[src/rtl/gsi_pkg.sv]
// Shared types and constants of the gamepad script interpreter.
package gsi_pkg;

  localparam logic [3:0]  HAT_NEUTRAL  = 4'd8;
  localparam logic [7:0]  AXIS_CENTER  = 8'd128;
  localparam logic [3:0]  BUTTON_COUNT = 4'd14;
  localparam logic [7:0]  VERSION_RST  = 8'h03;
  localparam logic [11:0] TAP_HOLD_RST = 12'd25;

  typedef enum logic [3:0] {
    PH_MAGIC0  = 4'd0,
    PH_MAGIC1  = 4'd1,
    PH_MAGIC2  = 4'd2,
    PH_MAGIC3  = 4'd3,
    PH_VERSION = 4'd4,
    PH_PAD     = 4'd5,
    PH_RUN     = 4'd6,
    PH_DELAY   = 4'd7,
    PH_STICK   = 4'd8,
    PH_REP     = 4'd9,
    PH_END     = 4'd10,
    PH_ERR     = 4'd11
  } phase_e;

  typedef enum logic [1:0] {
    KIND_REPORT = 2'd0,
    KIND_WAIT   = 2'd1,
    KIND_END    = 2'd2,
    KIND_ERROR  = 2'd3
  } kind_e;

  typedef enum logic [1:0] {
    ERR_NONE_MAGIC = 2'd0,
    ERR_VERSION    = 2'd1,
    ERR_RECORD     = 2'd2
  } err_e;

  typedef struct packed {
    phase_e          phase;
    logic [7:0]      pending;
    logic [15:0]     buttons;
    logic [3:0]      hat;
    logic [3:0][7:0] axes;
    logic [7:0]      last_short;
  } state_t;

  typedef struct packed {
    kind_e           kind;
    err_e            err;
    logic [15:0]     buttons;
    logic [3:0]      dpad;
    logic [3:0][7:0] axes;
    logic [11:0]     wait_ms;
    logic [11:0]     rep;
    logic            last;
  } result_t;

  function automatic state_t reset_state();
    state_t s;
    s.phase      = PH_MAGIC0;
    s.pending    = '0;
    s.buttons    = '0;
    s.hat        = HAT_NEUTRAL;
    s.axes       = {4{AXIS_CENTER}};
    s.last_short = '0;
    return s;
  endfunction

endpackage

[src/rtl/gsi_decode.sv]
// Combinational decoder: one stream byte against the current state gives the
// next state and up to two results.
module gsi_decode import gsi_pkg::*; (
  input  state_t      st_i,
  input  logic [7:0]  byte_i,
  input  logic        restart_i,
  input  logic        abort_i,
  input  logic [7:0]  version_i,
  input  logic [11:0] tap_hold_i,
  output state_t      st_o,
  output logic [1:0]  count_o,
  output result_t     r0_o,
  output result_t     r1_o
);

  function automatic logic [15:0] btn_bit(input logic [3:0] n);
    logic [15:0] b;
    case (n)
      4'd0:    b = 16'h0004;
      4'd1:    b = 16'h0002;
      4'd2:    b = 16'h0008;
      4'd3:    b = 16'h0001;
      4'd4:    b = 16'h0010;
      4'd5:    b = 16'h0020;
      4'd6:    b = 16'h0040;
      4'd7:    b = 16'h0080;
      4'd8:    b = 16'h0100;
      4'd9:    b = 16'h0200;
      4'd10:   b = 16'h0400;
      4'd11:   b = 16'h0800;
      4'd12:   b = 16'h1000;
      4'd13:   b = 16'h2000;
      default: b = 16'h0000;
    endcase
    return b;
  endfunction

  function automatic logic [7:0] magic_byte(input logic [1:0] i);
    logic [7:0] m;
    case (i)
      2'd0:    m = 8'h54;
      2'd1:    m = 8'h44;
      2'd2:    m = 8'h4C;
      default: m = 8'h44;
    endcase
    return m;
  endfunction

  function automatic logic short_valid(input logic [7:0] rec);
    logic v;
    case (rec[7:4])
      4'h1, 4'h2, 4'h8:        v = (rec[3:0] < BUTTON_COUNT);
      4'h3, 4'h4, 4'h5, 4'h9:  v = 1'b1;
      default:                 v = 1'b0;
    endcase
    return v;
  endfunction

  function automatic result_t mk(input kind_e k, input err_e e, input logic [11:0] w,
                                 input logic [11:0] rep, input state_t s);
    result_t r;
    r.kind    = k;
    r.err     = e;
    r.buttons = s.buttons;
    r.dpad    = s.hat;
    r.axes    = s.axes;
    r.wait_ms = w;
    r.rep     = rep;
    r.last    = 1'b0;
    return r;
  endfunction

  always_comb begin
    state_t      s;
    state_t      t;
    logic [1:0]  n;
    logic        fail;
    err_e        code;
    logic        do_rep;
    logic        do_run;
    logic [7:0]  rec;
    logic [11:0] rep;
    logic [11:0] wide;
    logic [15:0] bit_s;
    result_t     a;
    result_t     b;

    s      = st_i;
    t      = st_i;
    n      = 2'd0;
    fail   = 1'b0;
    code   = ERR_NONE_MAGIC;
    do_rep = 1'b0;
    do_run = 1'b0;
    rec    = byte_i;
    rep    = 12'd1;
    wide   = {st_i.pending[3:0], byte_i};
    a      = mk(KIND_REPORT, ERR_NONE_MAGIC, 12'd0, 12'd1, st_i);
    b      = a;

    if (restart_i) begin
      s.phase      = PH_MAGIC0;
      s.pending    = '0;
      s.last_short = '0;
    end else if (abort_i) begin
      if (st_i.phase != PH_END && st_i.phase != PH_ERR) begin
        s.buttons = '0;
        s.hat     = HAT_NEUTRAL;
        s.axes    = {4{AXIS_CENTER}};
        s.phase   = PH_END;
        a = mk(KIND_REPORT, ERR_NONE_MAGIC, 12'd0, 12'd1, s);
        b = mk(KIND_END, ERR_NONE_MAGIC, 12'd0, 12'd1, s);
        n = 2'd2;
      end
    end else begin
      case (st_i.phase)
        PH_MAGIC0, PH_MAGIC1, PH_MAGIC2, PH_MAGIC3: begin
          if (byte_i != magic_byte(st_i.phase[1:0])) begin
            fail = 1'b1;
            code = ERR_NONE_MAGIC;
          end else begin
            s.phase = phase_e'(st_i.phase + 4'd1);
          end
        end
        PH_VERSION: begin
          if (byte_i != version_i) begin
            fail = 1'b1;
            code = ERR_VERSION;
          end else begin
            s.phase = PH_PAD;
          end
        end
        PH_PAD: s.phase = PH_RUN;
        PH_DELAY: begin
          s.phase = PH_RUN;
          a = mk(KIND_WAIT, ERR_NONE_MAGIC, wide, 12'd1, s);
          n = 2'd1;
        end
        PH_STICK: begin
          s.phase = PH_RUN;
          s.axes[st_i.pending[1:0]] = byte_i;
          a = mk(KIND_REPORT, ERR_NONE_MAGIC, 12'd0, 12'd1, s);
          n = 2'd1;
        end
        PH_REP: begin
          s.phase = PH_RUN;
          do_rep  = 1'b1;
          rep     = wide;
        end
        PH_RUN: begin
          case (byte_i[7:4])
            4'h0: begin
              s.phase = PH_END;
              a = mk(KIND_END, ERR_NONE_MAGIC, 12'd0, 12'd1, s);
              n = 2'd1;
            end
            4'h6: begin
              s.pending = byte_i;
              s.phase   = PH_DELAY;
            end
            4'h7: begin
              if (byte_i[3:0] >= 4'd4) begin
                fail = 1'b1;
                code = ERR_RECORD;
              end else begin
                s.pending = byte_i;
                s.phase   = PH_STICK;
              end
            end
            4'hE: begin
              do_rep = 1'b1;
              rep    = {8'd0, byte_i[3:0]};
            end
            4'hF: begin
              s.pending = byte_i;
              s.phase   = PH_REP;
            end
            default: begin
              if (!short_valid(byte_i)) begin
                fail = 1'b1;
                code = ERR_RECORD;
              end else begin
                s.last_short = byte_i;
                do_run       = 1'b1;
              end
            end
          endcase
        end
        default: ;
      endcase
    end

    if (do_rep && rep != 12'd0) begin
      if (!short_valid(st_i.last_short)) begin
        fail = 1'b1;
        code = ERR_RECORD;
      end else begin
        do_run = 1'b1;
        rec    = st_i.last_short;
      end
    end

    bit_s = (rec[3:0] < BUTTON_COUNT) ? btn_bit(rec[3:0]) : 16'h0000;

    if (fail) begin
      s.phase = PH_ERR;
      a = mk(KIND_ERROR, code, 12'd0, 12'd1, s);
      n = 2'd1;
    end else if (do_run) begin
      case (rec[7:4])
        4'h1: s.buttons = s.buttons | bit_s;
        4'h2: s.buttons = s.buttons & ~bit_s;
        4'h3: s.hat = rec[3:0];
        4'h4: s.hat = HAT_NEUTRAL;
        4'h5: begin
          s.buttons = '0;
          s.hat     = HAT_NEUTRAL;
          s.axes    = {4{AXIS_CENTER}};
        end
        default: ;
      endcase
      if (rec[7:4] == 4'h8) begin
        t = s;
        t.buttons = s.buttons | bit_s;
        a = mk(KIND_REPORT, ERR_NONE_MAGIC, tap_hold_i, rep, t);
        s.buttons = t.buttons & ~bit_s;
        b = mk(KIND_REPORT, ERR_NONE_MAGIC, tap_hold_i, rep, s);
        n = 2'd2;
      end else if (rec[7:4] == 4'h9) begin
        t = s;
        t.hat = rec[3:0];
        a = mk(KIND_REPORT, ERR_NONE_MAGIC, tap_hold_i, rep, t);
        s.hat = HAT_NEUTRAL;
        b = mk(KIND_REPORT, ERR_NONE_MAGIC, tap_hold_i, rep, s);
        n = 2'd2;
      end else begin
        a = mk(KIND_REPORT, ERR_NONE_MAGIC, 12'd0, rep, s);
        n = 2'd1;
      end
    end

    a.last = (n == 2'd1);
    b.last = 1'b1;

    st_o    = s;
    count_o = n;
    r0_o    = a;
    r1_o    = b;
  end

endmodule

[src/rtl/gamepad_script_interpreter.sv]
// Top level of the gamepad script interpreter: stream ports, registers, result stage.
//
// Bytes of a controller script enter on the s_axis channel, one request per
// byte; tuser carries the restart and abort flags. Each request yields zero,
// one or two results on the m_axis channel, with tlast on the last result of
// the request. The two configuration registers (expected version at byte
// address 0, tap hold time at 4) are written through the APB port; the user
// must write them only while the block is idle, which the block does not enforce.
// An accepted byte waits in an input register, is decoded combinationally and
// its results are loaded into a two-entry result register, from which the
// first result is offered on the m_axis channel.
// A byte is accepted every cycle while the results drain; a request with two
// results holds the result register until both results are taken, and the
// next byte that yields a result waits until the last of them is taken.
// When the receiver stalls, the result register holds and bytes that yield
// no result keep passing; the next byte that yields a result waits in the
// input register, and s_axis_tready then drops.
// Reset restores the register defaults, empties both stages and returns the
// interpreter to the start of the header with neutral buttons, hat and axes.
module gamepad_script_interpreter import gsi_pkg::*; (
  input  logic        clk_i,
  input  logic        rst_ni,
  input  logic        s_axis_tvalid,
  output logic        s_axis_tready,
  input  logic [7:0]  s_axis_tdata,  // [7:0] data_byte
  input  logic [1:0]  s_axis_tuser,  // [0] restart, [1] abort
  output logic        m_axis_tvalid,
  input  logic        m_axis_tready,
  // [1:0] error_code, [17:2] buttons, [21:18] dpad, [29:22] left_x,
  // [37:30] left_y, [45:38] right_x, [53:46] right_y, [65:54] wait_ms,
  // [77:66] repeat_count, [79:78] zero
  output logic [79:0] m_axis_tdata,
  output logic [1:0]  m_axis_tuser,  // [1:0] kind
  output logic        m_axis_tlast,
  input  logic        psel,
  input  logic        penable,
  input  logic        pwrite,
  input  logic [2:0]  paddr,
  input  logic [31:0] pwdata,
  output logic [31:0] prdata,
  output logic        pready
);

  logic [7:0]  version_q;
  logic [11:0] tap_hold_q;
  state_t      st_q, st_d;

  logic        in_v_q;
  logic [7:0]  in_byte_q;
  logic        in_restart_q;
  logic        in_abort_q;

  logic        pv_q;
  logic        two_q;
  logic        idx_q;
  result_t     r0_q, r1_q;

  logic [1:0]  dec_n;
  result_t     dec_r0, dec_r1;
  result_t     cur;
  logic        last_take;
  logic        out_free;
  logic        adv;
  logic        in_take;

  gsi_decode u_decode (
    .st_i       (st_q),
    .byte_i     (in_byte_q),
    .restart_i  (in_restart_q),
    .abort_i    (in_abort_q),
    .version_i  (version_q),
    .tap_hold_i (tap_hold_q),
    .st_o       (st_d),
    .count_o    (dec_n),
    .r0_o       (dec_r0),
    .r1_o       (dec_r1)
  );

  assign pready    = 1'b1;
  assign prdata    = paddr[2] ? {20'd0, tap_hold_q} : {24'd0, version_q};

  assign last_take = pv_q && m_axis_tready && (idx_q || !two_q);
  assign out_free  = !pv_q || last_take;
  assign adv       = in_v_q && (dec_n == 2'd0 || out_free);
  assign s_axis_tready = !in_v_q || adv;
  assign in_take   = s_axis_tvalid && s_axis_tready;

  assign cur           = idx_q ? r1_q : r0_q;
  assign m_axis_tvalid = pv_q;
  assign m_axis_tuser  = cur.kind;
  assign m_axis_tlast  = cur.last;
  assign m_axis_tdata  = {2'b00, cur.rep, cur.wait_ms, cur.axes[3], cur.axes[2],
                          cur.axes[1], cur.axes[0], cur.dpad, cur.buttons, cur.err};

  always_ff @(posedge clk_i or negedge rst_ni) begin
    if (!rst_ni) begin
      version_q  <= VERSION_RST;
      tap_hold_q <= TAP_HOLD_RST;
      st_q       <= reset_state();
      in_v_q     <= 1'b0;
      pv_q       <= 1'b0;
      two_q      <= 1'b0;
      idx_q      <= 1'b0;
    end else begin
      if (psel && penable && pwrite && pready) begin
        if (paddr[2]) begin
          tap_hold_q <= pwdata[11:0];
        end else begin
          version_q <= pwdata[7:0];
        end
      end
      if (in_take) begin
        in_v_q <= 1'b1;
      end else if (adv) begin
        in_v_q <= 1'b0;
      end
      if (adv) begin
        st_q <= st_d;
      end
      if (adv && dec_n != 2'd0) begin
        pv_q  <= 1'b1;
        two_q <= (dec_n == 2'd2);
        idx_q <= 1'b0;
      end else if (last_take) begin
        pv_q  <= 1'b0;
        idx_q <= 1'b0;
      end else if (pv_q && m_axis_tready) begin
        idx_q <= 1'b1;
      end
    end
  end

  always_ff @(posedge clk_i) begin
    if (in_take) begin
      in_byte_q    <= s_axis_tdata;
      in_restart_q <= s_axis_tuser[0];
      in_abort_q   <= s_axis_tuser[1];
    end
    if (adv && dec_n != 2'd0) begin
      r0_q <= dec_r0;
      r1_q <= dec_r1;
    end
  end

  a_idx_two: assert property (@(posedge clk_i) disable iff (!rst_ni)
    pv_q |-> (two_q || !idx_q))
    else $error("second result selected in a one-result group");

  a_abort_ends: assert property (@(posedge clk_i) disable iff (!rst_ni)
    adv && !in_restart_q && in_abort_q |=> st_q.phase == PH_END || st_q.phase == PH_ERR)
    else $error("abort did not leave the stream terminal");

  a_error_terminal: assert property (@(posedge clk_i) disable iff (!rst_ni)
    adv && dec_n != 2'd0 && dec_r0.kind == KIND_ERROR |=> st_q.phase == PH_ERR)
    else $error("error result without error phase");

  a_code_only_error: assert property (@(posedge clk_i) disable iff (!rst_ni)
    pv_q |-> (cur.kind == KIND_ERROR || cur.err == ERR_NONE_MAGIC))
    else $error("error code set on a non-error result");

endmodule

[config.mk]
export PLATFORM = sky130hd
export DESIGN_NAME = gamepad_script_interpreter
export DESIGN_NICKNAME = d
export VERILOG_FILES = /design/src/rtl/gsi_pkg.sv /design/src/rtl/gsi_decode.sv /design/src/rtl/gamepad_script_interpreter.sv
export SDC_FILE = /design/constraint.sdc
export NUM_CORES = 1
export LEC_CHECK = 0
export BUFFER_PORTS_ARGS = -buffer_cell sky130_fd_sc_hd__clkbuf_2
export CAP_MARGIN = 20
export CORE_UTILIZATION = 50
export DETAILED_ROUTE_END_ITERATION = 10
export PLACE_DENSITY = 0.77
export SYNTH_ARGS = -nofsm -noshare
export SYNTH_HDL_FRONTEND = slang
export SYNTH_SLANG_ARGS = --single-unit
[constraint.sdc]
create_clock -name clk_i -period 26.8 [get_ports clk_i]
set_input_delay 5.36 -clock clk_i [delete_from_list [all_inputs] [get_ports clk_i]]
set_output_delay 5.36 -clock clk_i [all_outputs]
set_load 0.02 [all_outputs]
==> results.txt <==
* Final critical-path required period: 12.15 ns
- Share of the cycle needed by the critical path after routing: 0.4535
* Number of placement rows: 60
- Initial antenna violation count: 0
- Most instantiated flip-flop cell in the synthesis netlist: sky130_fd_sc_hd__edfxtp_1
- Layer with the highest usage after global routing: met2
- For this design, the sink count on the clock tree is 260.
- At the end of the flow, the number of nets in the layout was 1359.
- The tree is rooted in a sky130_fd_sc_hd__clkbuf_16.
* Fmax: 82.28 MHz
- In this run the deepest clock path goes through 3 buffers.
* Area overhead of the layout relative to synthesis: 12.42%
- Top cell type by total area after synthesis: sky130_fd_sc_hd__edfxtp_1
* Final setup fails: 0
* Synth unique cells: 68
- Count of pins on the block boundary: 170
* Number of max-cap violations: 0
* Postcts setup bufs: 0
- HPWL after detailed placement: 21680 um
- Biggest cell delay along the critical path: 0.71 ns
- The first global-routing pass estimated 54880 um of wire.
- By count the netlist is led by sky130_fd_sc_hd__edfxtp_1 (168), sky130_fd_sc_hd__mux2_2 (123), sky130_fd_sc_hd__nand2_1 (97).
- Power density over the cells: 96.08 mW/mm^2
* CTS clock-pin slew for the worst setup and hold paths: 0.05 ns
- Global-route track usage on met2: 0.3924
* Worst slew pin tran: 1.033 ns
- After synthesis, the mean cell area works out to 11.19 um^2.
* Placement Cell Area: 0.01450 mm^2
- Core area: 0.02695 mm^2
- Synth top area cells: sky130_fd_sc_hd__edfxtp_1 (37%), sky130_fd_sc_hd__dfrtp_1 (15%), sky130_fd_sc_hd__mux2_2 (10%)
- Sort of element at the start of the critical path: input port
* Met3 track demand over resource: 0.03758
- For this run, the total global-route usage over all layers was measured as 0.2448.
- Vertical extent of the die: 167.7 um
* Seq cells post-synth: 260
* Post-Syn Instances: 1227
- Area enclosed by the die boundary: 0.02812 mm^2
- Of the post-synthesis cell area, the dominant cell type holds 0.3675.
- Post-CTS repair changed the size of 0 cells.
- Data on the critical path is required at its endpoint by 21.44 ns.
* Insertion delay of the later-clocked pin in the worst-skew pair: 0.56 ns
* Type of element capturing the critical path: primary output
* Area of the mapped netlist: 0.01373 mm^2
* Via/cell ratio: 6.267
- Synth warn: 0
* TritonCTS Buffers: 28
* WP data arrival: 6.79 ns
- Critical-path maximum fanout: 3
- RSZ-0062 raised after global routing: no
* Design area: 0.01543 mm^2
- During placement, the flow inserted port buffers numbering 124.
* Core occupancy in the finished layout: 0.5726
- The detailed router placed 10.43k vias in this run.
- Antenna-violating nets left: 0
- In the final routed layout, each cell accounts on average for 20.76 um.
* Cell type of the slowest stage on the worst timing path: sky130_fd_sc_hd__a311oi_1
- Total grt overflow: 0
- Number of filler instances in the final layout: 2193
- At the end of routability-driven placement, the weighted congestion stood at 0.9239.
- Count of hold buffers inserted by post-cts repair: 0
- GR Util met1: 0.3408
- In this design, the critical path's most frequently occurring cell is sky130_fd_sc_hd__clkbuf_2.
* Drc violations: 0
* Total count of max-transition violations in the final report: 0
- Clock H-tree levels: 1
- Measured against its own limit, the worst slew margin works out to 0.3076.
- The number of antenna diodes in the final layout is 0.
* Kind of critical path: input port to primary output
- TritonCTS clock tree: built
* Maximum VDD drop: 0.04997 mV
- Min-delay worst type: flip-flop to flip-flop
* Number of failing hold endpoints at the final stage: 0
- Ordered cell list for the critical path: clkbuf_2 > o21ai_0 > nand2_1 > a311oi_1 > inv_1 > clkbuf_2
* EDFF count, synth: 168
- Leakage power total: 6.177 nW
* Cell family with most CP delay: compound AO/OA/AOI/OAI gates
- The routed design has 34540 um of wire.
- Between clock sinks in the finished design, the worst skew comes to 0.02212 ns.
- Initial core utilization: 0.5093
- Count of buffer and inverter cells on the critical path: 3
* Maximum number of pins on one net before global-route repair: 84
- The floorplan step set the die width to 167.7 um.
- The design draws 1.483 mW.
* Most instantiated library cell after synthesis: sky130_fd_sc_hd__edfxtp_1
- The first routing iteration left 979 violations.
* Length of the first detailed-routing pass in iterations: 6
* Vias in the first global route: 10.17k
- Fraction of layout instances using a drive strength above 1: 0.2615
* Seq/Total Area, Yosys: 0.5361
- Adding up every negative setup slack in the final design gives 0 ns.
- For this run, asynchronously set or reset flops after synthesis account for 0.3538.
- Status: completed
## cell usage in the layout, fill, tap and decap left out, drive strengths merged, types with 6 or more instances in the layout
master and n:
a211oi 9, dfrtp 82, nor2 66, o211ai 6
buf 26, conb 23, a22o 22, nand3 41
mux2 123, nand2b 22, a21oi 78, clkbuf 164
o2bb2ai 17, o21ai 30, nand2 98, and2 24
nor2b 19, xor2 9, inv 10, o22ai 19
nor3 43, a21o 14, a31oi 19, dfstp 10
a32o 28, clkinv 7, nor4 6, or2 8
and3 22, nor3b 6, edfxtp 168, mux2i 39
## cells by family (layout without fill, tap and decap cells)
| logic type | count (synthesis) | after routing | share of synthesized area |
|---|---|---|---|
| simple gates | 379 | 379 | 0.1387 |
| compound gates | 271 | 271 | 0.1369 |
| flops | 260 | 260 | 0.5361 |
| mux | 162 | 162 | 0.1293 |
| buf+inv | 134 | 209 | 0.04476 |
| xor+xnor | 13 | 13 | 0.008295 |
| fa+ha+maj | 6 | 6 | 0.005287 |
| other cells | 2 | 23 | 0.0005471 |
## routing by layer
| metal | wire length (um) | vias up |
|---|---|---|
| li1 | - | 4702 |
| met3 | 3049 | 83 |
| met1 | 14680 | 5061 |
| met2 | 15890 | 582 |
| met5 | 0 | - |
| met4 | 918 | 0 |
## sequential cells by signal, indices dropped and copies added (netlist names)
| signal | flops |
|---|---|
| version_q | 8 |
| two_q | 1 |
| m_axis_tvalid | 1 |
| in_abort_q | 1 |
| st_q | 68 |
| idx_q | 1 |
| in_v_q | 1 |
| in_byte_q | 8 |
| r0_q | 81 |
| in_restart_q | 1 |
| tap_hold_q | 12 |
| r1_q | 77 |
## final cells by class
cell class                 count  area [um^2]  area share
sequential                   260         7363      0.4771
inverter                       9        33.78    0.002189
multi-input combinational    854         5884      0.3813
tap                          341        426.7     0.02765
timing repair buffer         149        830.8     0.05383
clock inverter                10        103.9    0.006729
clock buffer                  41        789.5     0.05116
## through the flow
stage               worst slack [ns]  hold slack, ns  cells
floorplan                      12.12          0.4481   1248
finish                         14.65          0.4870   1664
global route                   14.61          0.5019   1664
CTS                            14.78          0.4885   1661
detailed placement             14.82          0.4732   1610
global placement               14.79          0.4623   1607
## power breakdown
group	internal [mW]	leakage [nW]	switching (mW)	total, mW
Combinational	0.176	2.99	0.318	0.493
Clock	0.215	0.430	0.157	0.371
Sequential	0.554	2.76	0.0641	0.618
## path summary, 6_finish.rpt
path | startpoint | endpoint | slack, ns | cells after the start
worst max-delay path | m_axis_tready | s_axis_tready | 14.65 | 6
worst min-delay path | st_q[56] | st_q[56] | 0.49 | 1
worst max register to register | in_byte_q[6] | r1_q[23] | 20.75 | 9
worst min register to register | st_q[56] | st_q[56] | 0.49 | 1
max in group asynchronous | rst_ni | idx_q | 20.74 | 2
min in group asynchronous | rst_ni | st_q[53] | 4.69 | 1
Note: power is estimated with default switching activity, not from simulation.
